**src/rtl/mik_pkg.sv**
```systemverilog
// Shared types, item codes and Morse character tables for the ident keyer.
package mik_pkg;

    // Item codes carried on the mode field; the unused code acts as a tick
    localparam logic [1:0] MODE_TICK    = 2'd0;
    localparam logic [1:0] MODE_WRITE   = 2'd1;
    localparam logic [1:0] MODE_RESTART = 2'd2;

    localparam int PAT_W = 19;
    localparam int CNT_W = 5;

    // Special ASCII codes
    localparam logic [7:0] CHAR_SPACE      = 8'd32;
    localparam logic [7:0] CHAR_UNDERSCORE = 8'd95;
    localparam logic [7:0] CHAR_SLASH      = 8'd47;
    localparam logic [7:0] CHAR_DIGIT_LO   = 8'd48;
    localparam logic [7:0] CHAR_DIGIT_HI   = 8'd57;
    localparam logic [7:0] CHAR_UPPER_LO   = 8'd65;
    localparam logic [7:0] CHAR_UPPER_HI   = 8'd90;
    localparam logic [7:0] CHAR_LOWER_MIN  = 8'd96;
    localparam logic [7:0] CASE_OFFSET     = 8'd32;

    // Word gap length, slash pattern and inter-character gap
    localparam logic [CNT_W-1:0] WORD_GAP_BITS = 5'd7;
    localparam logic [PAT_W-1:0] SLASH_PAT     = 19'h01757;
    localparam logic [CNT_W-1:0] SLASH_BITS    = 5'd16;
    localparam logic [CNT_W-1:0] CHAR_GAP_BITS = 5'd3;

    localparam logic [PAT_W-1:0] LETTER_PAT [26] = '{
        19'h0001D, 19'h00157, 19'h005D7, 19'h00057, 19'h00001, 19'h00175,
        19'h00177, 19'h00055, 19'h00005, 19'h01DDD, 19'h001D7, 19'h0015D,
        19'h00077, 19'h00017, 19'h00777, 19'h005DD, 19'h01D77, 19'h0005D,
        19'h00015, 19'h00007, 19'h00075, 19'h001D5, 19'h001DD, 19'h00757,
        19'h01DD7, 19'h00577};
    localparam logic [CNT_W-1:0] LETTER_LEN [26] = '{
        5'd5, 5'd9, 5'd11, 5'd7, 5'd1, 5'd9, 5'd9, 5'd7, 5'd3, 5'd13, 5'd9,
        5'd9, 5'd7, 5'd5, 5'd11, 5'd11, 5'd13, 5'd7, 5'd5, 5'd3, 5'd7, 5'd9,
        5'd9, 5'd11, 5'd13, 5'd11};
    localparam logic [PAT_W-1:0] DIGIT_PAT [10] = '{
        19'h77777, 19'h1DDDD, 19'h07775, 19'h01DD5, 19'h00755, 19'h00155,
        19'h00557, 19'h01577, 19'h05777, 19'h17777};
    localparam logic [CNT_W-1:0] DIGIT_LEN [10] = '{
        5'd19, 5'd17, 5'd15, 5'd13, 5'd11, 5'd9, 5'd11, 5'd13, 5'd15, 5'd17};

    // Key pattern (LSB first) and total bit length of one character
    typedef struct packed {
        logic [PAT_W-1:0] pattern;
        logic [CNT_W-1:0] bits;
    } char_code_t;

    // Map an ASCII code to its Morse pattern; unknown codes give length zero
    function automatic char_code_t char_code(input logic [7:0] c);
        char_code_t r;
        logic [7:0] upper;
        logic [7:0] dig_idx;
        logic [7:0] let_idx;
        r.pattern = '0;
        r.bits    = '0;
        upper   = (c > CHAR_LOWER_MIN) ? c - CASE_OFFSET : c;
        dig_idx = c - CHAR_DIGIT_LO;
        let_idx = upper - CHAR_UPPER_LO;
        if (c == CHAR_SPACE || c == CHAR_UNDERSCORE) begin
            r.bits = WORD_GAP_BITS;
        end else if (c == CHAR_SLASH) begin
            r.pattern = SLASH_PAT;
            r.bits    = SLASH_BITS;
        end else if (c >= CHAR_DIGIT_LO && c <= CHAR_DIGIT_HI) begin
            r.pattern = DIGIT_PAT[dig_idx[3:0]];
            r.bits    = DIGIT_LEN[dig_idx[3:0]] + CHAR_GAP_BITS;
        end else if (upper >= CHAR_UPPER_LO && upper <= CHAR_UPPER_HI) begin
            r.pattern = LETTER_PAT[let_idx[4:0]];
            r.bits    = LETTER_LEN[let_idx[4:0]] + CHAR_GAP_BITS;
        end
        return r;
    endfunction

endpackage

```
**src/rtl/mik_ram.sv**
```systemverilog
// Generic single-write, single-read RAM with registered read data.
module mik_ram #(
    parameter int WIDTH = 8,
    parameter int DEPTH = 64
) (
    input  logic                     aclk,
    input  logic                     wr_en,
    input  logic [$clog2(DEPTH)-1:0] wr_addr,
    input  logic [WIDTH-1:0]         wr_data,
    input  logic [$clog2(DEPTH)-1:0] rd_addr,
    output logic [WIDTH-1:0]         rd_data
);

    logic [WIDTH-1:0] mem [DEPTH];
    logic [WIDTH-1:0] rd_data_reg;

    // Write port and registered read port
    always_ff @(posedge aclk) begin
        if (wr_en) begin
            mem[wr_addr] <= wr_data;
        end
        rd_data_reg <= mem[rd_addr];
    end

    assign rd_data = rd_data_reg;

endmodule

```
**src/rtl/morse_ident_keyer_unit.sv**
```systemverilog
// Morse ident keyer: stores an ident string and keys it out one tick per beat.
//
//  channel  | direction | signals                                   | beat moves
//  ---------+-----------+-------------------------------------------+----------------------
//  s_       | in        | s_valid s_ready s_mode s_write_index      | tick/write/restart
//           |           | s_write_char                              |
//  m_       | out       | m_valid m_ready m_key_level m_ident_done  | one result per input
//  cfg_     | in        | cfg_we cfg_wdata                          | ticks_per_bit write
//
// Each input beat's result appears in the output register on the next cycle;
// one beat per cycle is sustained while m_ready is high.
// The ident RAM is read one character ahead of the current position, so each
// tick can load the next character without waiting on the RAM read.
// A full output register with m_ready low stalls the input side.
// Reset marks every ident entry empty at once through per-entry valid bits.
module morse_ident_keyer_unit
    import mik_pkg::*;
#(
    parameter int IDENT_DEPTH = 64
) (
    input  logic       aclk,
    input  logic       aresetn,
    input  logic       s_valid,
    output logic       s_ready,
    input  logic [1:0] s_mode,
    input  logic [5:0] s_write_index,
    input  logic [7:0] s_write_char,
    output logic       m_valid,
    input  logic       m_ready,
    output logic       m_key_level,
    output logic       m_ident_done,
    input  logic       cfg_we,
    input  logic [7:0] cfg_wdata
);

    localparam int AW = $clog2(IDENT_DEPTH);
    localparam int CW = (AW + 1 > 6) ? AW + 1 : 6;
    localparam logic [AW-1:0] LAST_POS = AW'(IDENT_DEPTH - 1);
    localparam logic [7:0]    TPB_RESET = 8'd5;

    logic [7:0]             tpb_reg;
    logic [AW-1:0]          pos_reg, pos_next;
    logic [CNT_W-1:0]       bitpos_reg, bitpos_next;
    logic [CNT_W-1:0]       cnt_reg, cnt_next;
    logic [7:0]             timer_reg, timer_next;
    logic [PAT_W-1:0]       pat_reg, pat_next;
    logic                   last_reg, last_next;
    logic [IDENT_DEPTH-1:0] valid_reg, valid_next;
    logic [7:0]             first_char_reg, first_char_next;
    logic                   rd_valid_reg, rd_valid_next;
    logic                   byp_hit_reg, byp_hit_next;
    logic [7:0]             byp_data_reg;
    logic                   m_valid_reg, m_valid_next;
    logic                   m_key_level_reg, m_key_level_next;
    logic                   m_ident_done_reg, m_ident_done_next;

    logic          in_beat;
    logic          wr_en;
    logic [AW-1:0] wr_addr;
    logic [AW-1:0] rd_addr;
    logic [7:0]    ram_rdata;
    logic [7:0]    next_char;
    logic          wrap;
    logic [7:0]    load_char;
    char_code_t    code;

    // Accept while the output register is empty or draining
    assign s_ready = !m_valid_reg || m_ready;
    assign in_beat = s_valid && s_ready;

    // Drop writes beyond the store
    assign wr_en   = in_beat && (s_mode == MODE_WRITE) &&
                     (CW'(s_write_index) < CW'(IDENT_DEPTH));
    assign wr_addr = AW'(s_write_index);

    // Character after the current one, with write forwarding and empty entries as zero
    assign next_char = byp_hit_reg  ? byp_data_reg :
                       rd_valid_reg ? ram_rdata    : 8'd0;
    assign wrap      = (pos_reg == LAST_POS) || (next_char == 8'd0);
    assign load_char = (s_mode == MODE_RESTART || wrap) ? first_char_reg : next_char;
    assign code      = char_code(load_char);

    // Advance the keyer state for one beat
    always_comb begin
        pos_next          = pos_reg;
        bitpos_next       = bitpos_reg;
        cnt_next          = cnt_reg;
        timer_next        = timer_reg;
        pat_next          = pat_reg;
        last_next         = last_reg;
        m_key_level_next  = last_reg;
        m_ident_done_next = 1'b0;
        if (in_beat) begin
            case (s_mode)
                MODE_WRITE: begin
                end
                MODE_RESTART: begin
                    pos_next         = '0;
                    bitpos_next      = '0;
                    timer_next       = '0;
                    last_next        = 1'b0;
                    pat_next         = code.pattern;
                    cnt_next         = code.bits;
                    m_key_level_next = 1'b0;
                end
                default: begin
                    if (timer_reg >= tpb_reg) begin
                        timer_next       = '0;
                        m_key_level_next = pat_reg[0];
                        last_next        = pat_reg[0];
                        pat_next         = pat_reg >> 1;
                        if (bitpos_reg >= cnt_reg) begin
                            bitpos_next       = '0;
                            pos_next          = wrap ? '0 : pos_reg + AW'(1);
                            m_ident_done_next = wrap;
                            pat_next          = code.pattern;
                            cnt_next          = code.bits;
                        end else begin
                            bitpos_next = bitpos_reg + CNT_W'(1);
                        end
                    end else begin
                        timer_next = timer_reg + 8'd1;
                    end
                end
            endcase
        end
    end

    // Prefetch the entry after the next position; forward a same-cycle write
    assign rd_addr = (pos_next == LAST_POS) ? '0 : pos_next + AW'(1);

    always_comb begin
        valid_next      = valid_reg;
        first_char_next = first_char_reg;
        if (wr_en) begin
            valid_next[wr_addr] = 1'b1;
            if (wr_addr == '0) begin
                first_char_next = s_write_char;
            end
        end
        rd_valid_next = valid_reg[rd_addr];
        byp_hit_next  = wr_en && (wr_addr == rd_addr);
    end

    // Load or drain the result register
    always_comb begin
        m_valid_next = m_valid_reg;
        if (in_beat) begin
            m_valid_next = 1'b1;
        end else if (m_ready) begin
            m_valid_next = 1'b0;
        end
    end

    // Control and keyer state
    always_ff @(posedge aclk) begin
        if (!aresetn) begin
            tpb_reg        <= TPB_RESET;
            pos_reg        <= '0;
            bitpos_reg     <= '0;
            cnt_reg        <= '0;
            timer_reg      <= '0;
            pat_reg        <= '0;
            last_reg       <= 1'b0;
            valid_reg      <= '0;
            first_char_reg <= '0;
            rd_valid_reg   <= 1'b0;
            byp_hit_reg    <= 1'b0;
            m_valid_reg    <= 1'b0;
        end else begin
            if (cfg_we) begin
                tpb_reg <= cfg_wdata;
            end
            pos_reg        <= pos_next;
            bitpos_reg     <= bitpos_next;
            cnt_reg        <= cnt_next;
            timer_reg      <= timer_next;
            pat_reg        <= pat_next;
            last_reg       <= last_next;
            valid_reg      <= valid_next;
            first_char_reg <= first_char_next;
            rd_valid_reg   <= rd_valid_next;
            byp_hit_reg    <= byp_hit_next;
            m_valid_reg    <= m_valid_next;
        end
    end

    // Payload registers
    always_ff @(posedge aclk) begin
        byp_data_reg <= s_write_char;
        if (in_beat) begin
            m_key_level_reg  <= m_key_level_next;
            m_ident_done_reg <= m_ident_done_next;
        end
    end

    mik_ram #(
        .WIDTH (8),
        .DEPTH (IDENT_DEPTH)
    ) u_ident_ram (
        .aclk    (aclk),
        .wr_en   (wr_en),
        .wr_addr (wr_addr),
        .wr_data (s_write_char),
        .rd_addr (rd_addr),
        .rd_data (ram_rdata)
    );

    assign m_valid      = m_valid_reg;
    assign m_key_level  = m_key_level_reg;
    assign m_ident_done = m_ident_done_reg;

endmodule

```
**config.mk**
```make
export PLATFORM = sky130hd
export DESIGN_NAME = morse_ident_keyer_unit
export DESIGN_NICKNAME = d
export VERILOG_FILES = /design/src/rtl/mik_pkg.sv /design/src/rtl/mik_ram.sv /design/src/rtl/morse_ident_keyer_unit.sv
export SDC_FILE = /design/constraint.sdc
export NUM_CORES = 1
export LEC_CHECK = 0
export BUFFER_PORTS_ARGS = -buffer_cell sky130_fd_sc_hd__buf_2
export CAP_MARGIN = 10
export CORE_MARGIN = 2
export CORE_UTILIZATION = 30
export CTS_BUF_LIST = sky130_fd_sc_hd__clkbuf_8
export CTS_CLUSTER_DIAMETER = 60
export DETAILED_ROUTE_END_ITERATION = 16
export PLACE_DENSITY_LB_ADDON = 0.2
export SKIP_CTS_REPAIR_TIMING = 1
export SLEW_MARGIN = 10
export SYNTH_ARGS = -nofsm -noshare
export SYNTH_HDL_FRONTEND = slang
export SYNTH_SLANG_ARGS = --single-unit
```
**constraint.sdc**
```tcl
create_clock -name aclk -period 8.3 [get_ports aclk]
set_input_delay 0.83 -clock aclk [delete_from_list [all_inputs] [get_ports aclk]]
set_output_delay 0.83 -clock aclk [all_outputs]
set_load 0.05 [all_outputs]
```
# After elaboration in Yosys (flattened, before gate mapping)

Memories as Yosys holds them, arrays and structs flattened. A register that Yosys moved wholly into a read port is not among the register bits.
Cells that the tools add are included.

Muxes and demuxes: 44
Reduce and logical (&&, ||, !) cells: 21
Add/subtract/negate cells: 9
Equal/unequal tests: 8
$mul: 0
Div/mod/pow operators: 0
Shifts and indexed selects: 0
Bitwise logic cells: 6
Order comparisons: 12

Operators with widths:

| operator              | count |
|---|---|
| $mux W19              | 7 |
| $mux W24              | 3 |
| $or A64 B64 Y64       | 1 |
| $mux W5               | 9 |
| $mux W8               | 5 |
| $pmux W19 S2          | 1 |
| $mux W6               | 5 |
| $pmux W5 S2           | 2 |
| $eq A8 B6 Y1 const B  | 2 |
| $pmux W8 S2           | 1 |
| $lt A6 B7 Y1 const B  | 2 |
| $add A6 B1 Y6 const B | 2 |
| $eq A6 B6 Y1 const B  | 2 |
| $pmux W6 S2           | 1 |
| $add A5 B2 Y5 const B | 2 |
| $add A8 B1 Y8 const B | 1 |
| $eq A8 B7 Y1 const B  | 1 |
| $ge A8 B6 Y1 const B  | 1 |
| $ge A8 B7 Y1 const B  | 1 |
| $ge A8 B8 Y1          | 1 |
| $gt A8 B7 Y1 const B  | 1 |
| $le A8 B6 Y1 const B  | 1 |
| $le A8 B7 Y1 const B  | 1 |
| $logic_not A8 Y1      | 1 |
| other kinds (27)      | 46 |

Memory bits (writable): 512
Memories kept: 5
Flip-flop bits (word level): 137
Word-level logic and storage cells: 120
Latch bits: 0
Input port bits: 29
ROM bits: 1152

Memory list:

| name            | depth | bits a word | read ports | clocked after memory_dff | write ports | RTL line      | text |
|---|---|---|---|---|---|---|---|
| (no name shown) | 32    | 19          | 1          | 0                        | 0           | mik_pkg.sv:71 | `r.pattern = LETTER_PAT[let_idx[4:0]];` |
| u_ident_ram.mem | 64    | 8           | 1          | 1                        | 1           | mik_ram.sv:14 | `logic [WIDTH-1:0] mem [DEPTH];` |
| (no name shown) | 16    | 19          | 1          | 0                        | 0           | mik_pkg.sv:68 | `r.pattern = DIGIT_PAT[dig_idx[3:0]];` |
| (no name shown) | 32    | 5           | 1          | 0                        | 0           | mik_pkg.sv:72 | `r.bits = LETTER_LEN[let_idx[4:0]] + CHAR_GAP_BITS;` |
| (no name shown) | 16    | 5           | 1          | 0                        | 0           | mik_pkg.sv:69 | `r.bits = DIGIT_LEN[dig_idx[3:0]] + CHAR_GAP_BITS;` |

# Longest topological paths before layout

Depth after elaboration: 21
Mapped depth: 24

# Hierarchy

From an unflattened synthesis, not the netlist that was laid out.

Cell total of the unflattened synthesis: 1807
Area, all modules: 27680.3 um2

Modules (own cells, without submodules):

| module                 | area each (um2) | seq. area each (um2) | cells an instance | instances |
|---|---|---|---|---|
| mik_ram                | 20166.8         | 15534.9              | 940               | 1 |
| morse_ident_keyer_unit | 7513.5          | 2762.6               | 867               | 1 |

# Worst setup path after synthesis

No wires, ideal clock.

Path kind: input-to-reg
Start point: in m_ready
End point: reg u_ident_ram.rd_data_reg[6] (netlist: u_ident_ram.rd_data[6]) (read register of u_ident_ram.mem)
Stages on the path: 20
Slack: 2826 ps
Arrival time: 5357 ps
Library setup time: 116 ps
Cell sequence: nand2b_1 nand2_1 inv_1 nand2_1 a21oi_1 or2_2 a21oi_1 inv_1 clkbuf_1 ha_1 inv_1 nor3_1 a32oi_1 a311o_2 o21ai_4 buf_8 mux4_2 a2111oi_0 nor3_1 and4_1

Word-level cells in the longest chain between the ends: 5
Elaborated cells on any way between the ends: 6
Those cells by class: 1 x add/sub; 1 x eq/ne; 2 x mux; 2 x reduce/logical

RTL lines:

| item                                          | RTL line                      | text |
|---|---|---|
| start, declared                               | morse_ident_keyer_unit.sv:29  | `input logic m_ready,` |
| $logic_or A1 B1 Y1 (*)                        | morse_ident_keyer_unit.sv:68  | `assign s_ready = !m_valid_reg \|\| m_ready;` |
| $logic_and A1 B1 Y1 (*)                       | morse_ident_keyer_unit.sv:69  | `assign in_beat = s_valid && s_ready;` |
| named net in_beat                             | morse_ident_keyer_unit.sv:57  | `logic in_beat;` |
| $mux W6 (*)                                   | morse_ident_keyer_unit.sv:93  | `if (in_beat) begin` |
| named net pos_next[0]                         | morse_ident_keyer_unit.sv:42  | `logic [AW-1:0] pos_reg, pos_next;` |
| $add A6 B1 Y6 or $eq A6 B6 Y1 (tied branches) | morse_ident_keyer_unit.sv:130 | `assign rd_addr = (pos_next == LAST_POS) ? '0 : pos_next + AW'(1);` |
| $mux W6 (*)                                   | morse_ident_keyer_unit.sv:130 |  |
| end, declared                                 | mik_ram.sv:15                 | `logic [WIDTH-1:0] rd_data_reg;` |

Mark *: on every way through the listed nets, which the timed path passes. The rest lies on a longest branch.
A chain may end at the register's enable or synchronous reset.

# Worst setup path in the final report

Start point: reg tpb_reg[5]
End point: reg u_ident_ram.rd_data_reg[7] (netlist: u_ident_ram.rd_data[7]) (read register of u_ident_ram.mem)

Word-level cells in the longest chain between the ends: 6
Elaborated cells on any way between the ends: 7
Those cells by class: 1 x add/sub; 1 x order compare; 1 x eq/ne; 4 x mux

RTL lines:

| item                                          | RTL line                      | text |
|---|---|---|
| start, declared                               | morse_ident_keyer_unit.sv:41  | `logic [7:0] tpb_reg;` |
| start signal, assigned                        | morse_ident_keyer_unit.sv:172 | `tpb_reg <= cfg_wdata;` |
| $ge A8 B8 Y1 (*)                              | morse_ident_keyer_unit.sv:107 | `if (timer_reg >= tpb_reg) begin` |
| $mux W6 (*)                                   | morse_ident_keyer_unit.sv:107 |  |
| $pmux W6 S2 (*)                               | morse_ident_keyer_unit.sv:94  | `case (s_mode)` |
| $mux W6 (*)                                   | morse_ident_keyer_unit.sv:93  |  |
| $add A6 B1 Y6 or $eq A6 B6 Y1 (tied branches) | morse_ident_keyer_unit.sv:130 |  |
| $mux W6 (*)                                   | morse_ident_keyer_unit.sv:130 |  |

Mark *: on every way between the ends. The rest lies on a longest branch, timed or not.

==> qor.csv <==
stage,metric,value,unit
clocking,Worst-Skew Late Latency,0.78,ns
power_and_ir_drop,Peak VDD IR,0.1154,mV
logic_synthesis,warnings from Yosys,0,
worst_setup_path,CP Capture Type,flop,
routing,routed len/inst,23.17,um
logic_synthesis,"Distinct cells, synth",89,
routing,Via Count,16000,
floorplanning,DIE AREA,93700,um2
logic_synthesis,cells after synthesis,1751,
sta,final-report max-slew violation count,0,
routing,final wirelength,72150,um
logic_synthesis,"EDFF count, synth",514,
sta,Final Hold Fails,0,
final_layout,area occupied by multi-input gates,8499,um2
sta,Max Freq,148.4,MHz
run,MaxCap Viol Count,0,
logic_synthesis,syn_nets,1812,
worst_setup_path,most frequent CP cell,inv_1,
worst_setup_path,"Worst Path Class, Setup",flop to flop,
routing,drt first pass iters,7,
routing,Initial DRC Count,1251,
floorplanning,I/O pins,33,
worst_hold_path,worst hold path type,input port to flop,
sta,Final setup viols,0,
routing,Via density,5.137,
sta,Fin Hold WS,0.3426,ns
power_and_ir_drop,PwrDens,212.7,nW/um2
clocking,CTS tree,done,
worst_setup_path,Slowest cell on crit path,nor4_1,
clocking,CTS buffer count,111,
floorplanning,die width,306.1,um
floorplanning,Core Rows,110,
floorplanning,Die Span Y,306.1,um
grt,vias in the first global route,16170,
worst_setup_path,"Largest stage delay, worst path",0.91,ns
final_layout,Fill cells,8735,
grt,Tot GR Track Use,15.35,%
final_layout,Register Area,18300,um2
logic_synthesis,cell area after synthesis,27380,um2
clocking,Root Driver,clkbuf_8,
grt,largest net degree at the start of global routing,83,
worst_setup_path,WP data required,9.00,ns
worst_setup_path,arrival time worst endpoint,7.44,ns
clocking,H-Tree Depth,3,
placement,Placement Cell Area,28790,um2
power_and_ir_drop,power share of the sequential group,54.1,%
sta,Total Neg Setup Slack,0,ns
logic_synthesis,Async SR Flop Fraction,0,%
power_and_ir_drop,Comb pwr share,2.2,%
power_and_ir_drop,"Power, Total",6.598,mW
routing,drc violations,0,
power_and_ir_drop,Internal Power,5.113,mW
floorplanning,core area,90290,um2
logic_synthesis,synthesized area per cell,15.64,um2
grt,antenna violations before repair,7,
grt,first-pass GRT wire length,107200,um
final_layout,most frequent cells in the layout,"514 x edfxtp_1, 143 x dfxtp_1, 131 x nor2_1",
final_layout,"most common cell after layout, fill and taps aside",edfxtp_1,
final_layout,max reg flops,512,
final_layout,final instance area,31020,um2
sta,skew final,0.07383,ns
sta,relative slew slack,22.94,%
status,outcome,"complete, no violations",
power_and_ir_drop,LEAKAGE,10.12,nW
final_layout,layout cells sized above 1,18.81,%
sta,Tmin final,6.739,ns
routing,DRT antenna net count,0,
sta,Tcrit/Tclk final,81.19,%
grt,GR Overflow Total,0,
final_layout,fin nets,1902,
placement,Final Wtd Congestion,0.7943,
final_layout,Layout area overhead,13.30,%
power_and_ir_drop,Switching Fraction,22.51,%
logic_synthesis,"Seq/Total Area, Yosys",66.83,%
clocking,clock sink total,657,
floorplanning,Starting Density,30.33,%
clocking,clk slew on worst S/H paths,0.06,ns
clocking,largest buffer count on any clock path,3,
placement,I/O Buffers,32,
power_and_ir_drop,clock group share of total power,43.7,%
logic_synthesis,Yosys reg bits,657,
placement,post-DP HPWL,45880,um
sta,Tightest Pin Transition,1.156,ns
worst_setup_path,CP Cell Sequence,"inv_1, ha_1, a21o_1, a221oi_2, o21ai_4, a21oi_1, or2_2, a21oi_1, inv_1, ha_4, inv_1, nor3_1, a32oi_1, a311o_2, o21ai_4, buf_4, mux4_2, o22ai_1, nor4_1, and3_1",
worst_setup_path,CP Launch Type,flop,
worst_setup_path,crit path max fanout,18,
logic_synthesis,Most used DFF post-synth,edfxtp_1,
power_and_ir_drop,P_sw,1.485,mW
sta,RSZ-0062 raised after global routing,no,
cell usage after synthesis, types with 4 or more instances:
| library cell | instances | area (um2) |
|---|---|---|
| a32oi_1 | 4 | 35.03 |
| mux4_1 | 20 | 525.5 |
| inv_1 | 28 | 105.1 |
| a21boi_0 | 12 | 90.09 |
| a211oi_1 | 7 | 52.55 |
| dfxtp_1 | 143 | 2863 |
| buf_2 | 13 | 65.06 |
| o211ai_1 | 6 | 45.04 |
| nor4_1 | 21 | 131.4 |
| and3_1 | 14 | 87.58 |
| or3_1 | 6 | 37.54 |
| a31oi_1 | 14 | 87.58 |
| xnor2_1 | 18 | 157.7 |
| xor2_1 | 8 | 70.07 |
| buf_6 | 11 | 123.9 |
| a221oi_1 | 9 | 78.83 |
| mux4_2 | 114 | 2567 |
| o21ai_0 | 45 | 225.2 |
| and2_1 | 11 | 68.82 |
| nor3_1 | 18 | 90.09 |
| o211a_1 | 6 | 60.06 |
| clkbuf_1 | 51 | 191.4 |
| o22ai_1 | 43 | 269.0 |
| buf_12 | 4 | 80.08 |
| nand4_1 | 5 | 31.28 |
| nand2_1 | 110 | 412.9 |
| or2_2 | 5 | 31.28 |
| mux2i_1 | 40 | 400.4 |
| a22o_1 | 7 | 61.31 |
| ha_1 | 32 | 400.4 |
| a21oi_1 | 50 | 250.2 |
| or4_1 | 4 | 30.03 |
| o221ai_1 | 4 | 35.03 |
| mux2_2 | 5 | 56.30 |
| nand2b_1 | 8 | 50.05 |
| a22oi_1 | 11 | 82.58 |
| o21a_1 | 68 | 510.5 |
| nand3b_1 | 5 | 37.54 |
| nand3_1 | 36 | 180.2 |
| a21o_1 | 5 | 37.54 |
| edfxtp_1 | 514 | 15430 |
| nor2_1 | 134 | 503.0 |
| nor2b_1 | 15 | 93.84 |
kinds of logic after synthesis:
kind of cell / share of synthesized area, %
flops: 66.83
simple gates: 7.046
compound gates: 8.531
mux: 13.01
buf+inv: 2.289
fa+ha+maj: 1.462
xor+xnor: 0.8317
worst max-delay path, delay by kind of cell, from the launching register on:
kind | cells | cell delay (ns)
AO/OA/AOI/OAI | 9 | 2.84
AND/OR/NAND/NOR | 4 | 1.60
buffers and inverters | 4 | 1.05
adder cells (fa/ha/maj) | 2 | 0.59
flip-flops | 1 | 0.32
multiplexers | 1 | 0.30
worst paths after layout:
kind / startpoint / end / slack, ns / cells past startpoint
setup / recovery: tpb_reg[5] / u_ident_ram.rd_data[7] / 1.56 / 20
hold / removal: cfg_wdata[0] / tpb_reg[0] / 0.34 / 3
setup reg to reg: tpb_reg[5] / u_ident_ram.rd_data[7] / 1.56 / 20
hold reg to reg: first_char_reg[7] / first_char_reg[7] / 0.46 / 2
final cells by class:
cell class              instances  share of cell area [%]
inverters                      30                  0.3630
diodes                          3                 0.02420
multi-input cells             979                   27.40
flip-flops and latches        657                   58.98
repair buffers                 62                   1.371
clock buffers                 114                   5.058
well taps                    1176                   4.743
clock inverters                93                   2.061
through the flow:
step | utilization, % | setup slack [ns] | instances
global route | 34.36 | 1.092 | 3113
floorplan | - | 2.826 | 1751
finish | 34.36 | 1.561 | 3114
detailed placement | 31.89 | 1.569 | 2903
global placement | 31.88 | 1.741 | 2903
CTS | 34.33 | 1.581 | 3110
power by group through the flow:
stage | combinational, mW | clock [mW] | sequential, mW
global route | 0.164 | 3.12 | 3.57
CTS | 0.150 | 2.98 | 3.57
floorplan | 0.0663 | 0 | 3.64
global placement | 0.145 | 0 | 3.64
detailed placement | 0.150 | 0 | 3.64
finish | 0.148 | 2.88 | 3.57
metal layers:
metal  vias to the layer above  GRT usage (%)  wire, um
met5                         -              0        55
met4                         8          5.278      1664
met3                       102          3.498      4101
met2                       434          23.88     33180
met1                      8315          21.14     33150
li1                       7138              -         -
Note: power is estimated with default switching activity, not from simulation.
